File: config.mk
export PLATFORM = sky130hd
export DESIGN_NAME = shell_command_line_lexer_top
export DESIGN_NICKNAME = d
export VERILOG_FILES = /design/src/rtl/slx_pkg.sv /design/src/rtl/slx_front.sv /design/src/rtl/slx_queue.sv /design/src/rtl/slx_back.sv /design/src/rtl/shell_command_line_lexer_top.sv
export SDC_FILE = /design/constraint.sdc
export NUM_CORES = 1
export LEC_CHECK = 0
export BUFFER_PORTS_ARGS = -buffer_cell sky130_fd_sc_hd__buf_2
export CAP_MARGIN = 40
export CORE_UTILIZATION = 40
export DETAILED_ROUTE_END_ITERATION = 12
export SYNTH_ARGS = -nofsm -noshare
export SYNTH_HDL_FRONTEND = slang
export SYNTH_SLANG_ARGS = --single-unit
File: constraint.sdc
create_clock -name clock -period 6 [get_ports clock]
set_input_delay 0.3 -clock clock [delete_from_list [all_inputs] [get_ports clock]]
set_output_delay 0.3 -clock clock [all_outputs]
set_load 0.02 [all_outputs]
File: src/rtl/slx_pkg.sv
// ----------------------------------------------------------------------------
// Shell lexer package
// Shared types, constants and helper functions for the shell command line
// lexer: character classes, token kinds, lexer modes and queue entries.
// ----------------------------------------------------------------------------
`default_nettype none

package slx_pkg;

   // Line limit and field widths
   localparam int MAX_LINE = 4096;
   localparam int POS_W    = 13;
   localparam int START_W  = 12;
   localparam int LEN_W    = 13;

   // Queue depths (powers of two)
   localparam int QUEUE_DEPTH = 2;
   localparam int QPTR_W      = $clog2(QUEUE_DEPTH);
   localparam int QCNT_W      = $clog2(QUEUE_DEPTH + 1);
   localparam int RSP_DEPTH   = 4;
   localparam int RPTR_W      = $clog2(RSP_DEPTH);
   localparam int RCNT_W      = $clog2(RSP_DEPTH + 1);

   // Character codes
   localparam logic [7:0] CH_NUL   = 8'h00;
   localparam logic [7:0] CH_TAB   = 8'h09;
   localparam logic [7:0] CH_CR    = 8'h0D;
   localparam logic [7:0] CH_SPACE = 8'h20;
   localparam logic [7:0] CH_DQ    = 8'h22;
   localparam logic [7:0] CH_AMP   = 8'h26;
   localparam logic [7:0] CH_SQ    = 8'h27;
   localparam logic [7:0] CH_LPAR  = 8'h28;
   localparam logic [7:0] CH_RPAR  = 8'h29;
   localparam logic [7:0] CH_LT    = 8'h3C;
   localparam logic [7:0] CH_EQ    = 8'h3D;
   localparam logic [7:0] CH_GT    = 8'h3E;
   localparam logic [7:0] CH_PIPE  = 8'h7C;

   typedef enum logic [2:0] {
      CLS_END,
      CLS_BLANK,
      CLS_SOLO,
      CLS_PAIR,
      CLS_QUOTE,
      CLS_OTHER
   } char_class_type;

   typedef enum logic [3:0] {
      KIND_WORD    = 4'd0,
      KIND_OPEN    = 4'd1,
      KIND_CLOSE   = 4'd2,
      KIND_OR      = 4'd3,
      KIND_PIPE    = 4'd4,
      KIND_TRUNC   = 4'd5,
      KIND_INPUT   = 4'd6,
      KIND_HEREDOC = 4'd7,
      KIND_APPEND  = 4'd8,
      KIND_AND     = 4'd9,
      KIND_EQUAL   = 4'd10,
      KIND_LINEEND = 4'd11
   } tok_kind_type;

   typedef enum logic [1:0] {
      MODE_IDLE,
      MODE_META,
      MODE_WORD,
      MODE_QUOTE
   } lex_mode_type;

   // One classified character in flight from front to back
   typedef struct packed {
      logic [7:0]       ch;
      char_class_type   cls;
      logic [POS_W-1:0] pos;
   } q_entry_type;

   // One result item
   typedef struct packed {
      tok_kind_type       kind;
      logic [START_W-1:0] start;
      logic [LEN_W-1:0]   len;
      logic               done;
   } result_type;

   function automatic tok_kind_type single_kind(input logic [7:0] c);
      tok_kind_type k;
      case (c)
         CH_LPAR: k = KIND_OPEN;
         CH_RPAR: k = KIND_CLOSE;
         CH_PIPE: k = KIND_PIPE;
         CH_GT:   k = KIND_TRUNC;
         CH_LT:   k = KIND_INPUT;
         CH_EQ:   k = KIND_EQUAL;
         default: k = KIND_WORD;  // lone ampersand
      endcase
      return k;
   endfunction

   function automatic tok_kind_type pair_kind(input logic [7:0] c);
      tok_kind_type k;
      case (c)
         CH_PIPE: k = KIND_OR;
         CH_LT:   k = KIND_HEREDOC;
         CH_GT:   k = KIND_APPEND;
         default: k = KIND_AND;
      endcase
      return k;
   endfunction

   // Start offsets saturate one below the line limit
   function automatic logic [START_W-1:0] clamp_start(input logic [POS_W-1:0] p);
      logic [START_W-1:0] s;
      if (p >= POS_W'(MAX_LINE - 1)) begin
         s = START_W'(MAX_LINE - 1);
      end else begin
         s = p[START_W-1:0];
      end
      return s;
   endfunction

endpackage

`default_nettype wire

File: src/rtl/slx_front.sv
// ----------------------------------------------------------------------------
// Shell lexer front end
// Accepts characters, classifies each one and tags it with its saturating
// offset in the line, then hands it to the queue.
// ----------------------------------------------------------------------------
`default_nettype none

module slx_front
   import slx_pkg::*;
(
   input  wire logic        clock,
   input  wire logic        reset,
   input  wire logic        req_valid,
   output logic             req_stall,
   input  wire logic [7:0]  req_ch,
   input  wire logic        q_full,
   output logic             q_push,
   output q_entry_type      q_data
);

   logic [POS_W-1:0] pos_ff;
   logic [POS_W-1:0] pos_in;
   char_class_type   cls;

   assign req_stall = q_full;
   assign q_push    = req_valid && !q_full;

   // Character classification
   always_comb begin
      if (req_ch == CH_NUL) begin
         cls = CLS_END;
      end else if (req_ch inside {[CH_TAB:CH_CR], CH_SPACE}) begin
         cls = CLS_BLANK;
      end else if (req_ch inside {CH_LPAR, CH_RPAR, CH_EQ}) begin
         cls = CLS_SOLO;
      end else if (req_ch inside {CH_PIPE, CH_AMP, CH_GT, CH_LT}) begin
         cls = CLS_PAIR;
      end else if (req_ch inside {CH_SQ, CH_DQ}) begin
         cls = CLS_QUOTE;
      end else begin
         cls = CLS_OTHER;
      end
   end

   assign q_data = '{ch: req_ch, cls: cls, pos: pos_ff};

   // Line offset: saturates at the limit, restarts after the line end
   always_comb begin
      pos_in = pos_ff;
      if (q_push) begin
         if (cls == CLS_END) begin
            pos_in = '0;
         end else if (pos_ff < POS_W'(MAX_LINE)) begin
            pos_in = pos_ff + POS_W'(1);
         end
      end
   end

   always_ff @(posedge clock) begin
      if (reset) begin
         pos_ff <= '0;
      end else begin
         pos_ff <= pos_in;
      end
   end

endmodule

`default_nettype wire

File: src/rtl/slx_queue.sv
// ----------------------------------------------------------------------------
// Shell lexer queue
// Short FIFO of classified characters between front and back end.
// ----------------------------------------------------------------------------
`default_nettype none

module slx_queue
   import slx_pkg::*;
(
   input  wire logic        clock,
   input  wire logic        reset,
   input  wire logic        push,
   input  wire q_entry_type push_data,
   input  wire logic        pop,
   output logic             full,
   output logic             not_empty,
   output q_entry_type      head
);

   q_entry_type        slot_ff [QUEUE_DEPTH];
   logic [QPTR_W-1:0]  wr_ptr_ff;
   logic [QPTR_W-1:0]  wr_ptr_in;
   logic [QPTR_W-1:0]  rd_ptr_ff;
   logic [QPTR_W-1:0]  rd_ptr_in;
   logic [QCNT_W-1:0]  cnt_ff;
   logic [QCNT_W-1:0]  cnt_in;

   assign full      = (cnt_ff == QCNT_W'(QUEUE_DEPTH));
   assign not_empty = (cnt_ff != '0);
   assign head      = slot_ff[rd_ptr_ff];

   // Pointer and fill count update
   always_comb begin
      wr_ptr_in = push ? wr_ptr_ff + QPTR_W'(1) : wr_ptr_ff;
      rd_ptr_in = pop  ? rd_ptr_ff + QPTR_W'(1) : rd_ptr_ff;
      cnt_in    = cnt_ff + QCNT_W'(push) - QCNT_W'(pop);
   end

   always_ff @(posedge clock) begin
      if (reset) begin
         wr_ptr_ff <= '0;
         rd_ptr_ff <= '0;
         cnt_ff    <= '0;
      end else begin
         wr_ptr_ff <= wr_ptr_in;
         rd_ptr_ff <= rd_ptr_in;
         cnt_ff    <= cnt_in;
      end
   end

   // Payload storage
   always_ff @(posedge clock) begin
      if (push) begin
         slot_ff[wr_ptr_ff] <= push_data;
      end
   end

endmodule

`default_nettype wire

File: src/rtl/slx_back.sv
// ----------------------------------------------------------------------------
// Shell lexer back end
// Runs the token state machine on classified characters and writes up to two
// results per character into a small result buffer that feeds the rsp port.
// ----------------------------------------------------------------------------
`default_nettype none

module slx_back
   import slx_pkg::*;
(
   input  wire logic               clock,
   input  wire logic               reset,
   input  wire logic               q_not_empty,
   input  wire q_entry_type        q_head,
   output logic                    q_pop,
   output logic                    rsp_valid,
   input  wire logic               rsp_stall,
   output logic [3:0]              rsp_tok_kind,
   output logic [START_W-1:0]      rsp_tok_start,
   output logic [LEN_W-1:0]        rsp_tok_len,
   output logic                    rsp_line_done
);

   lex_mode_type        mode_ff, mode_in;
   logic [7:0]          held_ff, held_in;
   logic [7:0]          quote_ff, quote_in;
   logic [START_W-1:0]  begin_ff, begin_in;

   result_type          res0, res1, idle_res;
   logic [1:0]          nres;
   logic                idle_path;
   logic                idle_emit;
   logic [START_W-1:0]  cs;
   logic [LEN_W-1:0]    wlen;

   result_type          buf_ff [RSP_DEPTH];
   logic [RPTR_W-1:0]   wr_ptr_ff, wr_ptr_in;
   logic [RPTR_W-1:0]   rd_ptr_ff, rd_ptr_in;
   logic [RCNT_W-1:0]   cnt_ff, cnt_in;
   logic                rsp_pop;

   // Take a character only when two result slots are free
   assign q_pop   = q_not_empty && (cnt_ff <= RCNT_W'(RSP_DEPTH - 2));
   assign rsp_pop = rsp_valid && !rsp_stall;

   assign cs   = clamp_start(q_head.pos);
   assign wlen = (q_head.pos > {1'b0, begin_ff}) ?
                 LEN_W'(q_head.pos - {1'b0, begin_ff}) : '0;

   // Token state machine: next state and results
   always_comb begin
      mode_in   = mode_ff;
      held_in   = held_ff;
      quote_in  = quote_ff;
      begin_in  = begin_ff;
      res0      = '{kind: KIND_WORD, start: begin_ff, len: wlen, done: 1'b0};
      res1      = res0;
      nres      = 2'd0;
      idle_path = 1'b0;
      idle_emit = 1'b0;
      idle_res  = '{kind: KIND_LINEEND, start: cs, len: '0, done: 1'b1};

      if (q_pop) begin
         // Close or extend the open token
         case (mode_ff)
            MODE_META: begin
               nres    = 2'd1;
               held_in = '0;
               if (q_head.ch == held_ff) begin
                  res0    = '{kind: pair_kind(held_ff), start: begin_ff,
                              len: LEN_W'(2), done: 1'b0};
                  mode_in = MODE_IDLE;
               end else begin
                  res0      = '{kind: single_kind(held_ff), start: begin_ff,
                                len: LEN_W'(1), done: 1'b0};
                  idle_path = 1'b1;
               end
            end
            MODE_WORD: begin
               if (q_head.cls inside {CLS_END, CLS_BLANK, CLS_SOLO, CLS_PAIR}) begin
                  nres      = 2'd1;
                  idle_path = 1'b1;
               end else if (q_head.cls == CLS_QUOTE) begin
                  quote_in = q_head.ch;
                  mode_in  = MODE_QUOTE;
               end
            end
            MODE_QUOTE: begin
               if (q_head.cls == CLS_END) begin
                  nres      = 2'd1;
                  idle_path = 1'b1;
               end else if (q_head.ch == quote_ff) begin
                  quote_in = '0;
                  mode_in  = MODE_WORD;
               end
            end
            default: begin
               idle_path = 1'b1;
            end
         endcase

         // Start of a new token, or the line end
         if (idle_path) begin
            case (q_head.cls)
               CLS_END: begin
                  idle_emit = 1'b1;
                  mode_in   = MODE_IDLE;
                  held_in   = '0;
                  quote_in  = '0;
                  begin_in  = '0;
               end
               CLS_BLANK: begin
                  mode_in = MODE_IDLE;
               end
               CLS_SOLO: begin
                  idle_emit = 1'b1;
                  idle_res  = '{kind: single_kind(q_head.ch), start: cs,
                                len: LEN_W'(1), done: 1'b0};
                  mode_in   = MODE_IDLE;
               end
               CLS_PAIR: begin
                  held_in  = q_head.ch;
                  begin_in = cs;
                  mode_in  = MODE_META;
               end
               CLS_QUOTE: begin
                  begin_in = cs;
                  quote_in = q_head.ch;
                  mode_in  = MODE_QUOTE;
               end
               default: begin
                  begin_in = cs;
                  mode_in  = MODE_WORD;
               end
            endcase
         end

         if (idle_emit) begin
            if (nres == 2'd0) begin
               res0 = idle_res;
               nres = 2'd1;
            end else begin
               res1 = idle_res;
               nres = 2'd2;
            end
         end
      end
   end

   always_ff @(posedge clock) begin
      if (reset) begin
         mode_ff  <= MODE_IDLE;
         held_ff  <= '0;
         quote_ff <= '0;
         begin_ff <= '0;
      end else begin
         mode_ff  <= mode_in;
         held_ff  <= held_in;
         quote_ff <= quote_in;
         begin_ff <= begin_in;
      end
   end

   // Result buffer: up to two writes, one read per cycle
   always_comb begin
      wr_ptr_in = wr_ptr_ff + RPTR_W'(nres);
      rd_ptr_in = rsp_pop ? rd_ptr_ff + RPTR_W'(1) : rd_ptr_ff;
      cnt_in    = cnt_ff + RCNT_W'(nres) - RCNT_W'(rsp_pop);
   end

   always_ff @(posedge clock) begin
      if (reset) begin
         wr_ptr_ff <= '0;
         rd_ptr_ff <= '0;
         cnt_ff    <= '0;
      end else begin
         wr_ptr_ff <= wr_ptr_in;
         rd_ptr_ff <= rd_ptr_in;
         cnt_ff    <= cnt_in;
      end
   end

   always_ff @(posedge clock) begin
      if (nres != 2'd0) begin
         buf_ff[wr_ptr_ff] <= res0;
      end
      if (nres == 2'd2) begin
         buf_ff[wr_ptr_ff + RPTR_W'(1)] <= res1;
      end
   end

   assign rsp_valid     = (cnt_ff != '0);
   assign rsp_tok_kind  = buf_ff[rd_ptr_ff].kind;
   assign rsp_tok_start = buf_ff[rd_ptr_ff].start;
   assign rsp_tok_len   = buf_ff[rd_ptr_ff].len;
   assign rsp_line_done = buf_ff[rd_ptr_ff].done;

endmodule

`default_nettype wire

File: src/rtl/shell_command_line_lexer_top.sv
// ----------------------------------------------------------------------------
// Shell command line lexer
// Streaming tokenizer for shell command lines, one character per transfer.
// ----------------------------------------------------------------------------
// The block takes one character per cycle while req_stall is low: the front
// end classifies the character and tags its line offset, a two-entry queue
// registers it and decouples it from the back end, and the back end runs the
// token state machine and writes up to two results into a four-entry result
// buffer. One character per cycle is sustained as long as each character
// yields at most one result and rsp_stall stays low; a character that closes
// one token and emits another (or the line end) yields two results, and the
// rsp port then drains one result per cycle while rsp_stall is low. Each line
// ends with a line-end result with rsp_line_done set; start offsets saturate
// at 4095, one below the line limit of 4096.
`default_nettype none

module shell_command_line_lexer_top
   import slx_pkg::*;
(
   input  wire logic               clock,
   input  wire logic               reset,
   input  wire logic               req_valid,
   output logic                    req_stall,
   input  wire logic [7:0]         req_ch,
   output logic                    rsp_valid,
   input  wire logic               rsp_stall,
   output logic [3:0]              rsp_tok_kind,
   output logic [START_W-1:0]      rsp_tok_start,
   output logic [LEN_W-1:0]        rsp_tok_len,
   output logic                    rsp_line_done
);

   logic        q_full;
   logic        q_push;
   logic        q_pop;
   logic        q_not_empty;
   q_entry_type q_data;
   q_entry_type q_head;

   slx_front u_front (
      .clock     (clock),
      .reset     (reset),
      .req_valid (req_valid),
      .req_stall (req_stall),
      .req_ch    (req_ch),
      .q_full    (q_full),
      .q_push    (q_push),
      .q_data    (q_data)
   );

   slx_queue u_queue (
      .clock     (clock),
      .reset     (reset),
      .push      (q_push),
      .push_data (q_data),
      .pop       (q_pop),
      .full      (q_full),
      .not_empty (q_not_empty),
      .head      (q_head)
   );

   slx_back u_back (
      .clock         (clock),
      .reset         (reset),
      .q_not_empty   (q_not_empty),
      .q_head        (q_head),
      .q_pop         (q_pop),
      .rsp_valid     (rsp_valid),
      .rsp_stall     (rsp_stall),
      .rsp_tok_kind  (rsp_tok_kind),
      .rsp_tok_start (rsp_tok_start),
      .rsp_tok_len   (rsp_tok_len),
      .rsp_line_done (rsp_line_done)
   );

endmodule

`default_nettype wire
[Yosys cells after proc, flatten, opt, wreduce, memory -nomap -nowiden]
Memories as Yosys holds them, arrays and structs flattened. A register that Yosys moved wholly into a read port is not among the register bits.
Index checks and enable logic that the tools add are counted.
Cells by class
  $add $sub $neg: 11
  $lt $le $gt $ge: 6
  equality and inequality tests: 38
  muxes and demuxes: 66
  bitwise gates (word level): 1
  reduce and logical (&&, ||, !) cells: 26
Operators with widths (number)
  two-way mux 30 bit: 10
  == test 8 x 6 -> 1 bit (second input constant): 19
  two-way mux 8 bit: 7
  case mux 4 bit (6 select lines): 2
  case mux 8 bit (2 select lines): 3
  two-way mux 13 bit: 3
  == test 8 x 7 -> 1 bit (second input constant): 3
  two-way mux 2 bit: 12
  case mux 12 bit (2 select lines): 1
  two-way mux 1 bit: 18
  case mux 2 bit (3 select lines): 3
  == test 8 bit: 2
  adder 13 x 1 -> 13 bit (second input constant): 1
  >= comparator 13 x 12 -> 1 bit (second input constant): 1
  greater-than comparator 13 x 12 -> 1 bit: 1
  less-than comparator 13 bit (second input constant): 1
  subtractor 13 x 12 -> 13 bit: 1
  two-way mux 12 bit: 1
  two-way mux 3 bit: 4
  case mux 4 bit (3 select lines): 1
  nonzero test 4 bit: 3
  nonzero test 2 bit: 5
  != test 3 x 1 -> 1 bit (second input constant): 3
  == test 2 bit (second input constant): 4
  28 further kinds: 39
Storage, ports and cells
  register bits after elaboration: 54
  memory bits (writable): 168
  memories kept: 2
Memories
  u_back.buf_ff: depth 4, bits a word 30, read ports 1, clocked after Yosys merged registers in 1, write ports 2, line slx_back.sv:36  | result_type buf_ff [RSP_DEPTH];
  u_queue.slot_ff: depth 2, bits a word 24, read ports 1, clocked after Yosys merged registers in 1, write ports 1, line slx_queue.sv:20  | q_entry_type slot_ff [QUEUE_DEPTH];

[Logic depth before layout (Yosys ltp)]
Gate-level depths: netlist of run 1.
  word-level depth: 12
  mapped depth: 19
  gate-level depth less buffers: 17

[Cells and area by module]
A second synthesis of run 1 with hierarchy kept.
Second synthesis, totals
  cells, all modules: 1016
  area, all modules: 12084.1 µm²
Modules (own cells, without submodules)
  slx_back: instances 1, cells an instance 800, area each 9092.5 µm², seq. area each 4384.2 µm²
  slx_queue: instances 1, cells an instance 96, area each 2057.0 µm², seq. area each 1541.5 µm²
  slx_front: instances 1, cells an instance 120, area each 934.6 µm², seq. area each 260.2 µm²

[Least setup slack after synthesis of run 1]
OpenSTA, ideal clock, no wires.
  path type: register -> register
  from: register (tool-made name)
  to: memory u_back.buf_ff[0][0] (netlist bit) (enable)
  setup time: 427 ps
  arrival time: 4123 ps
  required time: 5573 ps
  slack: 1450 ps
  cell stages (with the launch flop): 13
  buffers on the path: 3
  path through: dfxtp_1 -> buf_6 -> buf_6 -> mux2i_4 -> xnor2_1 -> nor4_2 -> a21bo_2 -> buf_6 -> a21oi_1 -> ha_1 -> nor2_1 -> or3_1 -> a21oi_1
RTL lines (line)
  end, declared: slx_back.sv:36

==> run_summary.xml, run 1 <==
<?xml version="1.0" encoding="UTF-8"?>
<metrics>
  <group name="critical_path">
    <metric name="worst_path_dominant_cell_family" unit="">simple AND/OR/NAND/NOR gates</metric>
    <metric name="crit_path_max_fanout" unit="">25</metric>
    <metric name="worst_path_largest_cell_delay" unit="ns">0.62</metric>
    <metric name="critical_path_cell_count" unit="">14</metric>
    <metric name="crit_arrival" unit="ns">5.39</metric>
    <metric name="timing.critical_path.buf_inv" unit="">2</metric>
    <metric name="cpMaxStageDelayCell" unit="">sky130_fd_sc_hd__nor4_1</metric>
    <metric name="worst-endpoint-required" unit="ns">6.25</metric>
    <metric name="rr_worst_depth" unit="">14</metric>
    <metric name="critical_path_class" unit="">register to register</metric>
    <metric name="cp-start-kind" unit="">register</metric>
    <metric name="critPathCaptureType" unit="">register</metric>
    <metric name="cp_cell_sequence" unit="">buf_4 &gt; mux2i_2 &gt; xnor2_1 &gt; nor4_2 &gt; a21bo_2 &gt; a21oi_1 &gt; ha_1 &gt; nor4_1 &gt; nand3_1 &gt; xnor2_1 &gt; o211ai_1 &gt; buf_4 &gt; nand2_1 &gt; o21ai_0</metric>
  </group>
  <group name="clocking">
    <metric name="cts-root-to-sink-buffers" unit="">3</metric>
    <metric name="clock_tree.htree_level_count" unit="">1</metric>
    <metric name="clock_latency_on_the_worst_skew_pair" unit="ns">0.52</metric>
    <metric name="cts_root_buffer" unit="">sky130_fd_sc_hd__clkbuf_16</metric>
    <metric name="clk_pin_slew_worst_paths" unit="ns">0.06</metric>
    <metric name="cts_bufs_inserted" unit="">25</metric>
    <metric name="postCtsHoldBufs" unit="">0</metric>
    <metric name="clock_tree_from_tritoncts" unit="">built</metric>
    <metric name="postCtsSetupBuffers" unit="">0</metric>
    <metric name="clock-sinks" unit="">225</metric>
    <metric name="cts_resized" unit="">0</metric>
  </group>
  <group name="grt">
    <metric name="grt_max_degree" unit="">44</metric>
    <metric name="global_routing_usage_summed_across_all_routing_layers" unit="">0.180</metric>
    <metric name="grt_first_pass_wirelength" unit="um">43500</metric>
    <metric name="grt_antenna_before_repair" unit="">0</metric>
    <metric name="grt_pass1_vias" unit="">8055</metric>
    <metric name="globalRoute.totalOverflow" unit="">0</metric>
  </group>
  <group name="synthesis">
    <metric name="yosysWarnings" unit="">0</metric>
    <metric name="syn-num-nets" unit="">1069</metric>
    <metric name="synth_top_cell_area_share" unit="">0.430</metric>
    <metric name="async_reset_ff_frac" unit="">0</metric>
    <metric name="synth.lib_cells_used.distinct" unit="">74</metric>
    <metric name="yosysTopAreaCell" unit="">sky130_fd_sc_hd__edfxtp_1</metric>
    <metric name="yosysMostFrequentCell" unit="">sky130_fd_sc_hd__edfxtp_1</metric>
    <metric name="synth_commonest_cells" unit="">sky130_fd_sc_hd__edfxtp_1 (168), sky130_fd_sc_hd__nor2_1 (109), sky130_fd_sc_hd__nand2_1 (102)</metric>
    <metric name="yosys_register_bits" unit="">225</metric>
    <metric name="flip_flop_cell_with_the_highest_count_after_synthesis" unit="">sky130_fd_sc_hd__edfxtp_1</metric>
    <metric name="synth.area.top_cells" unit="">sky130_fd_sc_hd__edfxtp_1 (43%), sky130_fd_sc_hd__dfxtp_1 (9.7%), sky130_fd_sc_hd__mux4_2 (5.8%), sky130_fd_sc_hd__nor2_1 (3.5%), sky130_fd_sc_hd__o21ai_0 (3.3%)</metric>
    <metric name="yosysSeqAreaShare" unit="">0.527</metric>
    <metric name="average_footprint_of_a_synthesized_cell" unit="um2">11.4</metric>
    <metric name="cell_count_after_synthesis" unit="">1028</metric>
    <metric name="synth_edf_count" unit="">168</metric>
    <metric name="post_synth_instance_area" unit="um2">11700</metric>
  </group>
  <group name="routing">
    <metric name="post_drt_wl_per_cell" unit="um">18.4</metric>
    <metric name="dr_total_vias" unit="">8153</metric>
    <metric name="dr.first_iter.drc_count" unit="">582</metric>
    <metric name="number_of_nets_with_antenna_violations_after_routing" unit="">0</metric>
    <metric name="detail_route.wirelength" unit="um">27000</metric>
    <metric name="drt-pass1-iter-count" unit="">5</metric>
    <metric name="per_cell_via_count_in_the_routed_design" unit="">5.55</metric>
    <metric name="drc" unit="">0</metric>
  </group>
  <group name="placed_design">
    <metric name="dpl.hpwl" unit="um">18000</metric>
    <metric name="gpl.final_weighted_congestion" unit="">0.851</metric>
    <metric name="io_buffer_count" unit="">43</metric>
    <metric name="placed_area" unit="um2">12400</metric>
  </group>
  <group name="timing">
    <metric name="final.setup.tns" unit="ns">0</metric>
    <metric name="worst_case_clock_skew" unit="ns">0.0151</metric>
    <metric name="hold-worst-slack" unit="ns">0.0321</metric>
    <metric name="final_hold_viol_count" unit="">0</metric>
    <metric name="max-slew-margin-rel" unit="">0.442</metric>
    <metric name="setup-violations-final" unit="">0</metric>
    <metric name="final_max_slew_viol_count" unit="">0</metric>
    <metric name="setup_repair_after_global_routing_missed_its_margin" unit="">false</metric>
    <metric name="timing_worst_slew_pin_value" unit="ns">0.836</metric>
    <metric name="maxClockFrequency" unit="MHz">194</metric>
    <metric name="min_period_over_period" unit="">0.858</metric>
    <metric name="final.min_clock_period" unit="ns">5.15</metric>
  </group>
  <group name="power">
    <metric name="share_seq_of_total_power" unit="">0.349</metric>
    <metric name="clockPowerShare" unit="">0.250</metric>
    <metric name="power_switching" unit="W">0.00229</metric>
    <metric name="p_leak" unit="nW">4.45</metric>
    <metric name="comb_power_share" unit="">0.400</metric>
    <metric name="switching_share" unit="">0.365</metric>
    <metric name="cellPowerDensity" unit="nW/um2">474</metric>
    <metric name="power_report.internal_total" unit="W">0.00398</metric>
    <metric name="irDropWorstVdd" unit="V">0.000196</metric>
  </group>
  <group name="floorplanning">
    <metric name="site_row_count" unit="">62</metric>
    <metric name="full_die_area" unit="um2">30000</metric>
    <metric name="io_pins" unit="">44</metric>
    <metric name="design.core.area" unit="um2">28800</metric>
    <metric name="initial_utilization" unit="">0.408</metric>
    <metric name="chipHeight" unit="um">173</metric>
    <metric name="floorplan.die.width" unit="um">173</metric>
  </group>
  <group name="layout">
    <metric name="post_layout_nets" unit="">1109</metric>
    <metric name="post-route-util" unit="">0.459</metric>
    <metric name="drive_gt1_frac" unit="">0.173</metric>
    <metric name="layout_area_growth_over_synthesis" unit="%">12.6</metric>
    <metric name="design_area" unit="um2">13200</metric>
    <metric name="antennaDiodeCount" unit="">0</metric>
  </group>
  <group name="hold_path">
    <metric name="hp-start" unit="">req_ch[4]</metric>
    <metric name="worst_hold_path_type" unit="">primary input to register</metric>
    <metric name="hold_depth" unit="">1</metric>
  </group>
  <group name="status">
    <metric name="run_status" unit="">complete, no violations</metric>
  </group>
  <group name="run">
    <metric name="max-cap-violations" unit="">0</metric>
  </group>
</metrics>
[metal layers]
metal  part of all wire  vias to the layer above  GRT usage
met5                  0                        -          0
met4              0.019                        0     0.0498
met3              0.043                       42     0.0226
met2               0.47                      203      0.295
met1               0.47                     3981      0.250
li1                   -                     3927          -
[power by group through the flow]
| stage | Combinational (W) | Sequential (W) | Clock, W |
|---|---|---|---|
| CTS | 0.00252 | 0.00219 | 0.00159 |
| detailed placement | 0.00251 | 0.00222 | 0 |
| finish | 0.00251 | 0.00219 | 0.00157 |
| floorplan | 0.00193 | 0.00217 | 0 |
| global placement | 0.00246 | 0.00222 | 0 |
| global route | 0.00279 | 0.00221 | 0.00165 |
[logic make-up after synthesis]
family,synth area share
buffers and inverters,0.0308
AO/OA/AOI/OAI,0.129
adder cells (fa/ha/maj),0.0339
multiplexers,0.103
XOR/XNOR,0.0343
AND/OR/NAND/NOR,0.142
flip-flops,0.527
[worst paths after layout]
check / end / slack [ns]
setup / recovery: u_back.buf_ff[0][19] / 0.85
hold / removal: u_queue.slot_ff[1][20] / 0.03
setup reg to reg: u_back.buf_ff[0][19] / 0.85
hold reg to reg: u_back.held_ff[7] / 0.49
[metrics by stage]
| stage | power [W] | instances | setup slack, ns |
|---|---|---|---|
| 4_1_cts | 0.00631 | 1470 | 0.880 |
| 5_1_grt | 0.00665 | 1470 | 0.285 |
| 2_1_floorplan | 0.00409 | 1028 | 1.45 |
| 3_3_place_gp | 0.00468 | 1422 | 1.19 |
| 6_report | 0.00627 | 1470 | 0.854 |
| 3_5_place_dp | 0.00473 | 1425 | 0.907 |
[cell type report]
type / instances / area [um2]
inverter: 35 / 131
clock inverter: 5 / 75.1
multi-input combinational: 720 / 5210
timing repair buffer: 61 / 358
fill: 2633 / 15600
tap: 384 / 480
clock buffer: 40 / 774
sequential: 225 / 6190
[placed cells by master (no fill, tap or decap), drive strengths merged, types with 20 or more instances in the layout]
master	n
mux4	30
ha	27
xnor2	39
mux2	20
nand2	102
nand3	23
buf	61
inv	35
clkbuf	40
o21ai	80
edfxtp	168
nor2	111
a21oi	31
dfxtp	57
mux2i	23
[flip-flops by register name (all words and copies together) (netlist names), 2 cells and up, named ones only]
register / flops
u_back.cnt_ff: 3
u_back.rd_ptr_ff: 2
u_back.mode_ff: 2
u_back.begin_ff: 12
u_back.held_ff: 8
u_back.buf_ff: 120
u_front.pos_ff: 13
u_queue.slot_ff: 48
u_back.wr_ptr_ff: 2
u_queue.cnt_ff: 2
u_back.quote_ff: 8
Power figures use the tool's default switching activity.
==> run 2: changes to the inputs <==
- BUFFER_PORTS_ARGS: -buffer_cell sky130_fd_sc_hd__buf_2 -> -buffer_cell sky130_fd_sc_hd__clkbuf_2
- CTS_BUF_LIST: default -> sky130_fd_sc_hd__clkbuf_16
- CTS_CLUSTER_SIZE: default -> 28
==> run_summary.xml, run 2 (synthesis results as in run 1) <==
<?xml version="1.0" encoding="UTF-8"?>
<metrics>
  <group name="placed_design">
    <metric name="gpl.final_weighted_congestion" unit="">0.840</metric>
    <metric name="placed_area" unit="um2">12400</metric>
    <metric name="io_buffer_count" unit="">43</metric>
    <metric name="dpl.hpwl" unit="um">17900</metric>
  </group>
  <group name="clocking">
    <metric name="clock_tree_from_tritoncts" unit="">built</metric>
    <metric name="clock-sinks" unit="">225</metric>
    <metric name="cts_resized" unit="">0</metric>
    <metric name="postCtsSetupBuffers" unit="">0</metric>
    <metric name="cts_bufs_inserted" unit="">26</metric>
    <metric name="postCtsHoldBufs" unit="">0</metric>
    <metric name="cts_root_buffer" unit="">sky130_fd_sc_hd__clkbuf_16</metric>
    <metric name="cts-root-to-sink-buffers" unit="">3</metric>
    <metric name="clock_tree.htree_level_count" unit="">1</metric>
    <metric name="clock_latency_on_the_worst_skew_pair" unit="ns">0.52</metric>
    <metric name="clk_pin_slew_worst_paths" unit="ns">0.06</metric>
  </group>
  <group name="critical_path">
    <metric name="worst_path_largest_cell_delay" unit="ns">0.63</metric>
    <metric name="cpMaxStageDelayCell" unit="">sky130_fd_sc_hd__nor4_1</metric>
    <metric name="worst_path_dominant_cell_family" unit="">simple AND/OR/NAND/NOR gates</metric>
    <metric name="cp-start-kind" unit="">register</metric>
    <metric name="crit_arrival" unit="ns">5.35</metric>
    <metric name="cp_cell_sequence" unit="">buf_4 &gt; mux2i_2 &gt; xnor2_1 &gt; nor4_2 &gt; a21bo_2 &gt; a21oi_1 &gt; ha_1 &gt; nor4_1 &gt; nand3_1 &gt; xnor2_1 &gt; o211ai_1 &gt; buf_4 &gt; nand2_1 &gt; o21ai_0</metric>
    <metric name="worst-endpoint-required" unit="ns">6.25</metric>
    <metric name="critPathCaptureType" unit="">register</metric>
    <metric name="ff2ff_setup_slack" unit="ns">0.91</metric>
    <metric name="crit_path_max_fanout" unit="">25</metric>
    <metric name="timing.critical_path.buf_inv" unit="">2</metric>
    <metric name="critical_path_class" unit="">register to register</metric>
  </group>
  <group name="timing">
    <metric name="final.min_clock_period" unit="ns">5.09</metric>
    <metric name="maxClockFrequency" unit="MHz">196</metric>
    <metric name="min_period_over_period" unit="">0.849</metric>
    <metric name="setup_repair_after_global_routing_missed_its_margin" unit="">false</metric>
    <metric name="final_hold_viol_count" unit="">0</metric>
    <metric name="worst_case_clock_skew" unit="ns">0.00848</metric>
    <metric name="timing_worst_slew_pin_value" unit="ns">0.775</metric>
    <metric name="setup-violations-final" unit="">0</metric>
    <metric name="final.setup.tns" unit="ns">0</metric>
    <metric name="final_max_slew_viol_count" unit="">0</metric>
    <metric name="max-slew-margin-rel" unit="">0.480</metric>
  </group>
  <group name="power">
    <metric name="irDropWorstVdd" unit="V">0.000257</metric>
    <metric name="p_leak" unit="nW">4.48</metric>
    <metric name="cellPowerDensity" unit="nW/um2">475</metric>
  </group>
  <group name="layout">
    <metric name="drive_gt1_frac" unit="">0.175</metric>
    <metric name="nFillCells" unit="">2616</metric>
    <metric name="largest_register_ff_count" unit="">120</metric>
    <metric name="post_layout_nets" unit="">1111</metric>
    <metric name="design_area" unit="um2">13300</metric>
    <metric name="layout.cells.most_common" unit="">sky130_fd_sc_hd__edfxtp_1</metric>
    <metric name="antennaDiodeCount" unit="">0</metric>
    <metric name="largest_registers" unit="">u_back.buf_ff x120, u_queue.slot_ff x48, u_front.pos_ff x13</metric>
    <metric name="layout_area_growth_over_synthesis" unit="%">12.9</metric>
    <metric name="top_library_cells_by_usage_in_the_layout_fill_and_taps_aside" unit="">sky130_fd_sc_hd__edfxtp_1 (168), sky130_fd_sc_hd__nor2_1 (105), sky130_fd_sc_hd__nand2_1 (102)</metric>
    <metric name="largest-register" unit="">u_back.buf_ff</metric>
  </group>
  <group name="routing">
    <metric name="number_of_nets_with_antenna_violations_after_routing" unit="">0</metric>
    <metric name="drc" unit="">0</metric>
    <metric name="post_drt_wl_per_cell" unit="um">18.0</metric>
    <metric name="drt-pass1-iter-count" unit="">5</metric>
    <metric name="dr.first_iter.drc_count" unit="">488</metric>
    <metric name="detail_route.wirelength" unit="um">26500</metric>
    <metric name="dr_total_vias" unit="">8031</metric>
    <metric name="per_cell_via_count_in_the_routed_design" unit="">5.45</metric>
  </group>
  <group name="grt">
    <metric name="global_routing_usage_summed_across_all_routing_layers" unit="">0.176</metric>
    <metric name="grt_max_degree" unit="">44</metric>
    <metric name="globalRoute.totalOverflow" unit="">0</metric>
    <metric name="grt_pass1_vias" unit="">7839</metric>
    <metric name="grt_antenna_before_repair" unit="">0</metric>
    <metric name="groute.layer.met2.usage" unit="">0.287</metric>
    <metric name="use_met1" unit="">0.249</metric>
    <metric name="grt_busiest_layer" unit="">met2</metric>
    <metric name="grt_first_pass_wirelength" unit="um">42800</metric>
    <metric name="met3_track_demand_over_resource_in_global_routing" unit="">0.0219</metric>
  </group>
  <group name="hold_path">
    <metric name="hp-start" unit="">req_ch[6]</metric>
    <metric name="worst_hold_path_type" unit="">primary input to register</metric>
  </group>
  <group name="status">
    <metric name="run_status" unit="">complete, no violations</metric>
  </group>
  <group name="run">
    <metric name="max-cap-violations" unit="">0</metric>
  </group>
  <group name="floorplanning">
    <metric name="initial_utilization" unit="">0.408</metric>
    <metric name="site_row_count" unit="">62</metric>
    <metric name="chipHeight" unit="um">173</metric>
    <metric name="full_die_area" unit="um2">30000</metric>
    <metric name="design.core.area" unit="um2">28800</metric>
    <metric name="io_pins" unit="">44</metric>
    <metric name="floorplan.die.width" unit="um">173</metric>
  </group>
</metrics>
run 2: cell types whose count changed in the layout (fill, tap and decap cells not counted), sizes merged:
cell and change:
inv +2, clkinvlp +2, buf -42, clkinv +10
bufinv +2, clkbuf +30
run 2: power by group:
part	internal, W	switching, W
combinational	0.000971	0.00153
sequential	0.00204	0.000146
clock	0.000984	0.000625
total	0.00400	0.00230
run 2: stage by stage:
step,utilization,hold WS [ns],setup WS (ns),power [W],cells
after global routing,0.460,0.0395,0.435,0.00668,1474
after detailed placement,0.430,0.488,1.01,0.00472,1426
final,0.460,0.0422,0.908,0.00630,1474
after floorplan,-,0.399,1.45,0.00409,1028
after global placement,0.429,0.481,1.19,0.00468,1423
after CTS,0.460,0.0213,0.986,0.00634,1474
run 2: routing by layer:
layer  vias up  wire, um
li1       3929         -
met4         0       427
met2       174     12300
met3        34      1090
met1      3894     12600
met5         -         0
run 2: worst paths after layout:
check,end,depth (start not counted)
worst max-delay path,u_back.buf_ff[0][25],14
worst min-delay path,u_queue.slot_ff[0][22],1
worst max register to register,u_back.buf_ff[0][25],14
worst min register to register,u_back.held_ff[7],2
run 2: area by class of cell:
class                      instances  area, um2  area share
sequential                       225       6190       0.467
multi-input combinational        720       5210       0.393
timing repair buffer              62        362      0.0273
clock buffer                      27        676      0.0510
inverter                          35        131     0.00991
tap                              384        480      0.0363
clock inverter                    21        203      0.0153
run 2: worst register-to-register path: stages, from the launching register on:
cell and delay, ns:
sky130_fd_sc_hd__dfxtp_2 0.57, sky130_fd_sc_hd__buf_4 0.40, sky130_fd_sc_hd__mux2i_2 0.40, sky130_fd_sc_hd__xnor2_1 0.12, sky130_fd_sc_hd__nor4_2 0.37, sky130_fd_sc_hd__a21bo_2 0.35
sky130_fd_sc_hd__a21oi_1 0.11, sky130_fd_sc_hd__ha_1 0.39, sky130_fd_sc_hd__nor4_1 0.63, sky130_fd_sc_hd__nand3_1 0.61, sky130_fd_sc_hd__xnor2_1 0.33, sky130_fd_sc_hd__o211ai_1 0.11
sky130_fd_sc_hd__buf_4 0.26, sky130_fd_sc_hd__nand2_1 0.10, sky130_fd_sc_hd__o21ai_0 0.08
